===== config.mk =====
export PLATFORM = sky130hd
export DESIGN_NAME = i2c_transaction_queue_master
export DESIGN_NICKNAME = d
export VERILOG_FILES = /design/src/hw/rtl/i2cq_pkg.sv /design/src/hw/rtl/i2cq_ram.sv /design/src/hw/rtl/i2cq_out_reg.sv /design/src/hw/rtl/i2c_transaction_queue_master.sv
export SDC_FILE = /design/constraint.sdc
export NUM_CORES = 2
export LEC_CHECK = 0
export BUFFER_PORTS_ARGS = -buffer_cell sky130_fd_sc_hd__buf_4
export CORE_MARGIN = 2
export CORE_UTILIZATION = 38
export CTS_CLUSTER_SIZE = 40
export DETAILED_ROUTE_END_ITERATION = 8
export GPL_TIMING_DRIVEN = 0
export PLACE_DENSITY_LB_ADDON = 0.15
export SYNTH_ARGS = -nofsm -noshare
export SYNTH_HDL_FRONTEND = slang
export SYNTH_SLANG_ARGS = --single-unit
export TNS_END_PERCENT = 10

===== constraint.sdc =====
create_clock -name clk -period 5.4 [get_ports clk]
set_input_delay 0 -clock clk [delete_from_list [all_inputs] [get_ports clk]]
set_output_delay 0 -clock clk [all_outputs]
set_load 0.1 [all_outputs]

===== src/hw/rtl/i2cq_pkg.sv =====
// i2cq_pkg: shared constants, codes, header/result types and helpers for the
// I2C transaction queue master. No dependencies.
package i2cq_pkg;

  localparam int QUEUE_DEPTH = 8;
  localparam int MAX_BYTES   = 16;

  // field widths fixed by the interface
  localparam int KIND_W = 3;
  localparam int ACT_W  = 3;
  localparam int BYTE_W = 8;
  localparam int LEN_W  = 5;
  localparam int POS_W  = 4;

  localparam int SLOT_W   = (QUEUE_DEPTH > 1) ? $clog2(QUEUE_DEPTH) : 1;
  localparam int CNT_W    = $clog2(QUEUE_DEPTH + 1);
  localparam int SUM_W    = CNT_W + 1;
  localparam int FILL_W   = $clog2(MAX_BYTES + 1);
  localparam int BUF_AW   = (MAX_BYTES > 1) ? $clog2(MAX_BYTES) : 1;
  localparam int WS_DEPTH = QUEUE_DEPTH * MAX_BYTES;
  localparam int WS_AW    = (WS_DEPTH > 1) ? $clog2(WS_DEPTH) : 1;

  // input kinds
  localparam logic [KIND_W-1:0] KIND_ENQ    = 3'd0;
  localparam logic [KIND_W-1:0] KIND_LOAD   = 3'd1;
  localparam logic [KIND_W-1:0] KIND_WDONE  = 3'd2;
  localparam logic [KIND_W-1:0] KIND_RDONE  = 3'd3;
  localparam logic [KIND_W-1:0] KIND_BUSERR = 3'd4;

  // result actions
  localparam logic [ACT_W-1:0] ACT_ADDR    = 3'd0;
  localparam logic [ACT_W-1:0] ACT_DATA    = 3'd1;
  localparam logic [ACT_W-1:0] ACT_DELIVER = 3'd2;
  localparam logic [ACT_W-1:0] ACT_DROP    = 3'd3;
  localparam logic [ACT_W-1:0] ACT_ERROR   = 3'd4;

  // direction bit of the address byte
  localparam logic [BYTE_W-1:0] DIR_WRITE = 8'h00;
  localparam logic [BYTE_W-1:0] DIR_READ  = 8'h01;

  typedef struct packed {
    logic              dlv;
    logic [LEN_W-1:0]  rlen;
    logic [LEN_W-1:0]  wlen;
    logic [BYTE_W-1:0] addr;
  } hdr_t;

  typedef struct packed {
    logic [ACT_W-1:0]  action;
    logic [BYTE_W-1:0] bus_byte;
    logic [POS_W-1:0]  byte_position;
    logic [LEN_W-1:0]  delivered_length;
    logic              last;
  } result_t;

  function automatic logic [LEN_W-1:0] sat_len(input logic [LEN_W-1:0] v);
    logic [LEN_W-1:0] r;
    r = v;
    if (int'(v) > MAX_BYTES) r = LEN_W'(MAX_BYTES);
    return r;
  endfunction

  // sum of a slot and an offset below twice the depth, folded into the ring
  function automatic logic [SLOT_W-1:0] slot_wrap(input logic [SUM_W-1:0] s);
    logic [SUM_W-1:0] r;
    r = s;
    if (s >= SUM_W'(QUEUE_DEPTH)) r = s - SUM_W'(QUEUE_DEPTH);
    return r[SLOT_W-1:0];
  endfunction

  function automatic result_t mk_result(input logic [ACT_W-1:0] act,
                                        input logic [BYTE_W-1:0] b,
                                        input logic [POS_W-1:0] pos,
                                        input logic [LEN_W-1:0] len,
                                        input logic lst);
    result_t r;
    r.action           = act;
    r.bus_byte         = b;
    r.byte_position    = pos;
    r.delivered_length = len;
    r.last             = lst;
    return r;
  endfunction

endpackage


===== src/hw/rtl/i2cq_ram.sv =====
// i2cq_ram: generic simple dual-port RAM, one write port, one read port with
// registered read data. No dependencies.
module i2cq_ram #(
  parameter int WIDTH = 8,
  parameter int DEPTH = 16
) (
  input  logic                                          clk,
  input  logic                                          we,
  input  logic [((DEPTH > 1) ? $clog2(DEPTH) : 1)-1:0]  waddr,
  input  logic [WIDTH-1:0]                              wdata,
  input  logic [((DEPTH > 1) ? $clog2(DEPTH) : 1)-1:0]  raddr,
  output logic [WIDTH-1:0]                              rdata
);

  logic [WIDTH-1:0] mem [DEPTH];

  always_ff @(posedge clk) begin
    if (we) begin
      mem[waddr] <= wdata;
    end
    rdata <= mem[raddr];
  end

endmodule


===== src/hw/rtl/i2cq_out_reg.sv =====
// i2cq_out_reg: single-entry result register between the sequencer and the
// valid/stall result channel. Depends on i2cq_pkg.
module i2cq_out_reg (
  input  logic              clk,
  input  logic              rst,
  input  logic              push,
  input  i2cq_pkg::result_t push_res,
  input  logic              out_stall,
  output logic              out_valid,
  output i2cq_pkg::result_t out_res,
  output logic              free
);
  import i2cq_pkg::*;

  // slot can take a new result if empty or being drained this cycle
  assign free = !out_valid || !out_stall;

  always_ff @(posedge clk) begin
    if (rst) begin
      out_valid <= 1'b0;
    end else if (push) begin
      out_valid <= 1'b1;
    end else if (!out_stall) begin
      out_valid <= 1'b0;
    end
  end

  always_ff @(posedge clk) begin
    if (push) begin
      out_res <= push_res;
    end
  end

endmodule


===== src/hw/rtl/i2c_transaction_queue_master.sv =====
// i2c_transaction_queue_master: queue of I2C write-then-read transactions.
// Depends on i2cq_pkg, i2cq_ram, i2cq_out_reg.
// One item at a time: in_stall stays high until the sequencer returns to IDLE, and a
// header that starts the bus, a final read event with its delivered bytes and the start
// of the next transaction all finish first. Result stalls hold the sequencer too.
// Reset: queue empty, bus idle; the RAMs hold no reset and need no clearing.
module i2c_transaction_queue_master (
  input  logic                          clk,
  input  logic                          rst,
  // item channel
  input  logic                          in_valid,
  output logic                          in_stall,
  input  logic [i2cq_pkg::KIND_W-1:0]   kind,
  input  logic [i2cq_pkg::BYTE_W-1:0]   device_address,
  input  logic [i2cq_pkg::LEN_W-1:0]    write_count,
  input  logic [i2cq_pkg::LEN_W-1:0]    read_count,
  input  logic                          wants_delivery,
  input  logic [i2cq_pkg::BYTE_W-1:0]   data_byte,
  // result channel
  output logic                          out_valid,
  input  logic                          out_stall,
  output logic [i2cq_pkg::ACT_W-1:0]    action,
  output logic [i2cq_pkg::BYTE_W-1:0]   bus_byte,
  output logic [i2cq_pkg::POS_W-1:0]    byte_position,
  output logic [i2cq_pkg::LEN_W-1:0]    delivered_length,
  output logic                          last
);
  import i2cq_pkg::*;

  // Sequencer states. One item at a time: IDLE takes it, EXEC decodes it,
  // and the rest fetch RAM data and hand results to the output register.
  typedef enum logic [8:0] {
    S_IDLE       = 9'b000000001,
    S_EXEC       = 9'b000000010,
    S_WR_DATA    = 9'b000000100,
    S_PUSH_ONE   = 9'b000001000,
    S_DLV_RD     = 9'b000010000,
    S_DLV_PUSH   = 9'b000100000,
    S_POP        = 9'b001000000,
    S_START_WAIT = 9'b010000000,
    S_START      = 9'b100000000
  } state_t;

  // Bus phase of the head transaction.
  typedef enum logic [2:0] {
    PH_IDLE    = 3'b001,
    PH_WRITING = 3'b010,
    PH_READING = 3'b100
  } phase_t;

  state_t state, state_next;
  phase_t phase, phase_next;

  logic [SLOT_W-1:0] head_slot, head_next;
  logic [CNT_W-1:0]  queued_count, count_next;
  logic [LEN_W-1:0]  byte_counter, bcnt_next;
  logic [FILL_W-1:0] load_fill, fill_next;
  logic [LEN_W-1:0]  dcount, dcount_next;
  result_t           res, res_next;

  // latched item
  logic [KIND_W-1:0] itm_kind;
  logic [BYTE_W-1:0] itm_addr;
  logic [LEN_W-1:0]  itm_wcnt;
  logic [LEN_W-1:0]  itm_rcnt;
  logic              itm_dlv;
  logic [BYTE_W-1:0] itm_data;

  // output register hookup
  logic    push;
  result_t push_res;
  result_t out_res;
  logic    out_free;

  // Shared slot adder: tail for a header, newest slot for a load, head+1 on
  // pop. Its operand is picked by the sequencer.
  logic [SUM_W-1:0]  slot_off;
  logic [SLOT_W-1:0] slot_sum;

  // RAM ports
  logic              hdr_we;
  hdr_t              hdr_wdata;
  logic [$bits(hdr_t)-1:0] hdr_rdata;
  hdr_t              hdr_q;
  logic              ws_we;
  logic [WS_AW-1:0]  ws_waddr, ws_raddr;
  logic [BYTE_W-1:0] ws_rdata;
  logic              rb_we;
  logic [BUF_AW-1:0] rb_waddr, rb_raddr;
  logic [BYTE_W-1:0] rb_rdata;

  logic [LEN_W+BUF_AW-1:0] bc_ext, dc_ext;
  logic [LEN_W-1:0]  bcnt_inc, dcount_inc;
  logic              q_full, load_ok, bc_in_buf, dlv_last;

  assign in_stall = (state != S_IDLE);

  assign q_full     = (queued_count >= CNT_W'(QUEUE_DEPTH));
  assign load_ok    = (queued_count != '0) && (load_fill < FILL_W'(MAX_BYTES));
  assign bc_in_buf  = (int'(byte_counter) < MAX_BYTES);
  assign bcnt_inc   = byte_counter + LEN_W'(1);
  assign dcount_inc = dcount + LEN_W'(1);
  // final delivered byte is the last result only when no next start follows
  assign dlv_last   = (dcount_inc == hdr_q.rlen) && (queued_count <= CNT_W'(1));

  always_comb begin
    slot_off = SUM_W'(queued_count);
    case (state)
      S_EXEC: begin
        if (itm_kind == KIND_LOAD) begin
          slot_off = SUM_W'(queued_count) - SUM_W'(1);
        end
      end
      S_POP: slot_off = SUM_W'(1);
      default: slot_off = SUM_W'(queued_count);
    endcase
  end

  assign slot_sum = slot_wrap(SUM_W'(head_slot) + slot_off);

  // header store: written at the tail, read at the head
  assign hdr_wdata.addr = itm_addr;
  assign hdr_wdata.wlen = sat_len(itm_wcnt);
  assign hdr_wdata.rlen = sat_len(itm_rcnt);
  assign hdr_wdata.dlv  = itm_dlv;
  assign hdr_q          = hdr_t'(hdr_rdata);

  i2cq_ram #(
    .WIDTH ($bits(hdr_t)),
    .DEPTH (QUEUE_DEPTH)
  ) u_hdr_ram (
    .clk   (clk),
    .we    (hdr_we),
    .waddr (slot_sum),
    .wdata (hdr_wdata),
    .raddr (head_slot),
    .rdata (hdr_rdata)
  );

  // write-byte store: one row of MAX_BYTES per slot
  assign ws_waddr = WS_AW'(slot_sum) * WS_AW'(MAX_BYTES) + WS_AW'(load_fill);
  assign ws_raddr = WS_AW'(head_slot) * WS_AW'(MAX_BYTES) + WS_AW'(byte_counter);

  i2cq_ram #(
    .WIDTH (BYTE_W),
    .DEPTH (WS_DEPTH)
  ) u_ws_ram (
    .clk   (clk),
    .we    (ws_we),
    .waddr (ws_waddr),
    .wdata (itm_data),
    .raddr (ws_raddr),
    .rdata (ws_rdata)
  );

  // read buffer for the head transaction
  assign bc_ext   = {{BUF_AW{1'b0}}, byte_counter};
  assign dc_ext   = {{BUF_AW{1'b0}}, dcount};
  assign rb_waddr = bc_ext[BUF_AW-1:0];
  assign rb_raddr = dc_ext[BUF_AW-1:0];

  i2cq_ram #(
    .WIDTH (BYTE_W),
    .DEPTH (MAX_BYTES)
  ) u_rb_ram (
    .clk   (clk),
    .we    (rb_we),
    .waddr (rb_waddr),
    .wdata (itm_data),
    .raddr (rb_raddr),
    .rdata (rb_rdata)
  );

  always_comb begin
    state_next  = state;
    phase_next  = phase;
    head_next   = head_slot;
    count_next  = queued_count;
    bcnt_next   = byte_counter;
    fill_next   = load_fill;
    dcount_next = dcount;
    res_next    = res;
    push        = 1'b0;
    push_res    = res;
    hdr_we      = 1'b0;
    ws_we       = 1'b0;
    rb_we       = 1'b0;

    case (state)
      S_IDLE: begin
        if (in_valid) begin
          state_next = S_EXEC;
        end
      end

      S_EXEC: begin
        state_next = S_IDLE;
        case (itm_kind)
          KIND_ENQ: begin
            if (q_full) begin
              // dropped; loads that follow are ignored
              fill_next  = FILL_W'(MAX_BYTES);
              res_next   = mk_result(ACT_DROP, '0, '0, '0, 1'b1);
              state_next = S_PUSH_ONE;
            end else begin
              hdr_we     = 1'b1;
              count_next = queued_count + CNT_W'(1);
              fill_next  = '0;
              if (phase == PH_IDLE) begin
                state_next = S_START_WAIT;
              end
            end
          end
          KIND_LOAD: begin
            if (load_ok) begin
              ws_we     = 1'b1;
              fill_next = load_fill + FILL_W'(1);
            end
          end
          KIND_WDONE: begin
            if (phase == PH_WRITING) begin
              if (byte_counter < hdr_q.wlen) begin
                state_next = S_WR_DATA;
              end else begin
                bcnt_next  = '0;
                phase_next = PH_READING;
                res_next   = mk_result(ACT_ADDR, hdr_q.addr | DIR_READ, '0, '0, 1'b1);
                state_next = S_PUSH_ONE;
              end
            end
          end
          KIND_RDONE: begin
            if (phase == PH_READING) begin
              rb_we = bc_in_buf;
              if (bcnt_inc >= hdr_q.rlen) begin
                phase_next  = PH_IDLE;
                bcnt_next   = '0;
                dcount_next = '0;
                if (hdr_q.dlv && (hdr_q.rlen != '0)) begin
                  state_next = S_DLV_RD;
                end else begin
                  state_next = S_POP;
                end
              end else begin
                bcnt_next = bcnt_inc;
              end
            end
          end
          KIND_BUSERR: begin
            res_next   = mk_result(ACT_ERROR, '0, '0, '0, 1'b1);
            state_next = S_PUSH_ONE;
          end
          default: begin
            state_next = S_IDLE;
          end
        endcase
      end

      S_WR_DATA: begin
        // write-store data for the head row is valid here
        if (out_free) begin
          push       = 1'b1;
          push_res   = mk_result(ACT_DATA, ws_rdata, '0, '0, 1'b1);
          bcnt_next  = bcnt_inc;
          state_next = S_IDLE;
        end
      end

      S_PUSH_ONE: begin
        if (out_free) begin
          push       = 1'b1;
          push_res   = res;
          state_next = S_IDLE;
        end
      end

      S_DLV_RD: begin
        state_next = S_DLV_PUSH;
      end

      S_DLV_PUSH: begin
        if (out_free) begin
          push        = 1'b1;
          push_res    = mk_result(ACT_DELIVER, rb_rdata, POS_W'(dcount), hdr_q.rlen,
                                  dlv_last);
          dcount_next = dcount_inc;
          if (dcount_inc == hdr_q.rlen) begin
            state_next = S_POP;
          end else begin
            state_next = S_DLV_RD;
          end
        end
      end

      S_POP: begin
        head_next  = slot_sum;
        count_next = queued_count - CNT_W'(1);
        if (count_next == '0) begin
          state_next = S_IDLE;
        end else begin
          state_next = S_START_WAIT;
        end
      end

      S_START_WAIT: begin
        // header RAM sees the current head address this cycle
        state_next = S_START;
      end

      S_START: begin
        phase_next = PH_WRITING;
        bcnt_next  = '0;
        res_next   = mk_result(ACT_ADDR, hdr_q.addr | DIR_WRITE, '0, '0, 1'b1);
        state_next = S_PUSH_ONE;
      end

      default: begin
        state_next = S_IDLE;
      end
    endcase
  end

  always_ff @(posedge clk) begin
    if (rst) begin
      state        <= S_IDLE;
      phase        <= PH_IDLE;
      head_slot    <= '0;
      queued_count <= '0;
      byte_counter <= '0;
      load_fill    <= '0;
      dcount       <= '0;
    end else begin
      state        <= state_next;
      phase        <= phase_next;
      head_slot    <= head_next;
      queued_count <= count_next;
      byte_counter <= bcnt_next;
      load_fill    <= fill_next;
      dcount       <= dcount_next;
    end
  end

  // item and pending-result holding registers
  always_ff @(posedge clk) begin
    if (in_valid && !in_stall) begin
      itm_kind <= kind;
      itm_addr <= device_address;
      itm_wcnt <= write_count;
      itm_rcnt <= read_count;
      itm_dlv  <= wants_delivery;
      itm_data <= data_byte;
    end
    res <= res_next;
  end

  i2cq_out_reg u_out (
    .clk       (clk),
    .rst       (rst),
    .push      (push),
    .push_res  (push_res),
    .out_stall (out_stall),
    .out_valid (out_valid),
    .out_res   (out_res),
    .free      (out_free)
  );

  assign action           = out_res.action;
  assign bus_byte         = out_res.bus_byte;
  assign byte_position    = out_res.byte_position;
  assign delivered_length = out_res.delivered_length;
  assign last             = out_res.last;

  // queue occupancy stays within its ring
  a_count_bound: assert property (@(posedge clk) disable iff (rst)
    queued_count <= CNT_W'(QUEUE_DEPTH))
    else $error("queued_count above queue depth");

  // a bus transaction is only active with a transaction in the queue
  a_phase_needs_entry: assert property (@(posedge clk) disable iff (rst)
    (phase != PH_IDLE) |-> (queued_count != '0))
    else $error("bus phase active with empty queue");

  // results are only handed over when the output register can take them
  a_push_free: assert property (@(posedge clk) disable iff (rst)
    push |-> out_free)
    else $error("result pushed into a full output register");

  // delivery runs only for a transaction that asked for a nonempty read
  a_dlv_hdr: assert property (@(posedge clk) disable iff (rst)
    (state == S_DLV_PUSH) |-> (hdr_q.dlv && (hdr_q.rlen != '0)))
    else $error("delivery without a delivering head transaction");

endmodule

==> results by group <==
Routing
  • Post-Route WL: about 180,000 µm
  • Routed Antenna Nets: 0
  • Drt wl/cell: 34.9 µm
  • Vias/cell: 5.95
  • Drc violations: 0
  • DR vias: ~31,000
  • Iter 0 DRT Violations: ~4,100
  • Router iterations before antenna repair: 6

Synthesis
  • Mapped Avg Cell Area: roughly 19 µm²
  • Post-synthesis async set-or-reset flop share: 0%
  • Register bit total from synthesis: approximately 1,400
  • Unique masters post-synth: 68
  • Syn Nets: approximately 3,000
  • Post-synth EDFFs: 1,365
  • Post-synthesis sequential area ratio: between 70% and 80%
  • Post-Synthesis Cells: around 2,900
  • Main synth FF type: edfxtp_1
  • Largest area contributor in the netlist: edfxtp_1
  • Mapped Area: 56,000 µm²
  • Area contributors post-synth: edfxtp_1, mux4_2, dfxtp_1
  • Synth top area share: about three quarters
  • Warnings from Yosys: 0

Clock tree
  • Worst-path clk slew: roughly 0.06 ns
  • Clock sinks: 1,435
  • CTS tree: built
  • Clock Tree Buf Depth: 3
  • Max H-tree Level: 4
  • Num CTS Buffers: 150
  • CTS root buf: clkbuf_16
  • Worst-Skew Late Latency: roughly 0.80 ns

Layout
  • Finished layout cell area: 66,300 µm²
  • Final cell count without fillers: roughly 5,300
  • Fillers: 12,300
  • Most frequent cells in the layout: edfxtp_1, mux4_2, clkbuf_16
  • Area growth, synth to finish: 18.4%
  • Layout cells sized above 1: between 20 and 30%
  • Area of the multi-input gates: 13,300 µm²
  • Fin util: roughly 45%
  • Most common cell after layout, fill and taps aside: edfxtp_1
  • Layout net count: approximately 3,300
  • FF+latch area: roughly 42,000 µm²

Timing
  • Slew HR: ~4.7%
  • Hold Worst Slack: 0.108 ns
  • Endpoints failing hold: 0
  • Tmin final: ~5.4 ns
  • Setup TNS: -0.0180 ns
  • Max Clock Freq: 185 MHz
  • Worst Skew: about 0.036 ns
  • Max Slew Vio Count: 0
  • Worst setup margin: -0.0180 ns
  • Period utilization: 100%
  • Unrepaired setup endpoints after global routing: true
  • Setup Viol. Count Final: 1
  • Actual slew at the worst max-slew pin: 1.43 ns

Status
  • Failing checks: setup timing
  • Status: finished, violations left

Worst setup path
  • Worst Reg-to-Reg Cells: 9
  • Worst R2R Start: byte_counter[1]
  • Crit path launch type: register
  • Critical path class: register to register
  • Critical Path RT: slightly below 6 ns
  • R2r setup slk: -0.02 ns
  • Reg-to-reg endpoint: u_ws_ram.rdata[4]
  • Worst endpoint data arrival time: around 6 ns
  • Setup crit end kind: register
  • Worst Path Max Fanout: 10

Floorplan
  • DIE AREA: between 150,000 and 200,000 µm²
  • Die W: 388 µm
  • Initial Utilization: between 30% and 40%
  • Die Y: ~390 µm
  • Core ar.: ~150,000 µm²
  • Cell row count: 140
  • I/O pin count: 57

Placement
  • Port-buffer cells: between 50 and 60
  • DP Wirelength: between 100,000 and 150,000 µm
  • Post-place setup slack: -0.844 ns
  • Post-DP Area: a little over 60,000 µm²
  • Gpl congestion: roughly 1.0
  • Dpl cells: just under 5,000

GRT
  • GR Overflow Total: 0
  • Number of global-route vias before repair: around 31,000
  • GRT Total Usage: 24.4%
  • Pin count of the biggest net entering global routing: 34
  • First-pass GRT wire length: ~250,000 µm
  • Initial antenna violation count: 2

Power
  • Leak Pwr: 20.4 nW
  • IR drop worst, VDD: 281 µV
  • Pwr Density: ~360 nW/µm²
  • Overall power: 23.8 mW

Job
  • Max cap viols: 0

Hold path
  • Worst hold start: rst
  • Hold EP: head_slot[2]
  • WHS Path Cells: 4
  • Hold WC Path Type: input pin to register
==> final cells by class <==
type                    instances  area share (%)
flip-flops and latches       1435            63.9
multi-input cells            1279            20.0
clock buffers                 199            6.11
repair buffers                190            4.01
well taps                    1917            3.62
plain buffers                 164            1.14
clock inverters                66            1.05
inverters                      21           0.119
diodes                          4          0.0151
==> how the worst max path moves through the flow <==
stage | startpoint | to | slack, ns | cells after the start
floorplan | itm_kind[0] | u_hdr_ram.mem[4][0] | 0.08 | 11
global placement | state[4] | u_hdr_ram.mem[0][7] | -3.01 | 11
detailed placement | byte_counter[2] | state[0] | -0.84 | 11
CTS | itm_kind[2] | u_ws_ram.mem[52][4] | -0.14 | 13
global route | state[8] | u_ws_ram.mem[70][6] | -0.16 | 15
finish | byte_counter[1] | u_ws_ram.rdata[4] | -0.02 | 9
==> power by group <==
part / total, mW / internal, mW / switching (mW)
clock: 10.2 / 5.86 / 4.31
combinational: 1.03 / 0.373 / 0.653
sequential: 12.6 / 12.5 / 0.0808
total: 23.8 / 18.7 / 5.05
==> routing by layer <==
| layer | vias up | track usage (%) | part of all wire [%] |
|---|---|---|---|
| li1 | 12600 | - | - |
| met2 | 1664 | 37.4 | 46 |
| met1 | 16800 | 34.2 | 42 |
| met4 | 0 | 8.75 | 3.6 |
| met3 | 295 | 5.59 | 9.1 |
| met5 | - | 0 | 0 |
==> Yosys cell counts, types with 4 or more instances <==
library cell	n
nor3_1	34
or4_1	4
xnor2_1	13
nand3_1	38
o211ai_1	5
mux2i_1	114
clkbuf_1	89
ha_1	23
nor2b_1	30
xor2_1	8
a22oi_1	59
a22o_1	26
mux2_2	22
o221ai_1	27
mux4_2	281
a21o_1	5
or3_1	4
nand4_1	17
nor4b_1	9
buf_2	53
nand2b_1	8
o21ai_0	27
o22ai_1	30
nand3b_1	12
or3b_2	4
nor4_1	10
a211oi_1	43
nand2_1	98
edfxtp_1	1365
and2_1	8
nor3b_1	6
dfxtp_1	70
inv_1	21
nor2_1	194
and3_1	10
buf_1	19
a21oi_1	67
==> critical path, stage by stage, from the launching register on <==
cell             delay (ns)
dfxtp_1                0.53
buf_2                  0.28
buf_2                  0.48
clkdlybuf4s15_1        1.07
clkbuf_1               1.09
mux4_2                 0.46
a22oi_1                0.47
a21oi_1                0.35
nand2_1                0.16
nand3_1                0.27
==> sequential cells by signal (all words and copies together) (netlist names), 8 cells and up <==
register         count
itm_addr             8
itm_data             8
res                 10
u_ws_ram.mem      1024
u_hdr_ram.rdata     19
u_hdr_ram.mem      152
u_rb_ram.mem       128
u_out.out_res       21
u_rb_ram.rdata       8
state                9
u_ws_ram.rdata       8
==> logic make-up (layout without fill, tap and decap cells) <==
family | after synthesis | in the layout | synth area share (%)
buffers and inverters | 186 | 640 | 1.41
AO/OA/AOI/OAI | 316 | 316 | 3.92
flip-flops | 1435 | 1435 | 75.7
multiplexers | 417 | 417 | 13.8
XOR/XNOR | 21 | 21 | 0.328
AND/OR/NAND/NOR | 501 | 501 | 4.33
other | 0 | 4 | 0
adder cells (fa/ha/maj) | 24 | 24 | 0.550
==> what timing repair did <==
item,in CTS,in global routing
setup endpoints to repair,971,978
resized for setup,98,37
pin swaps,5,2
setup buffers,7,1
hold buffers,63,0
hold endpoints to repair,103,0
(Power assumes the default switching activity.)
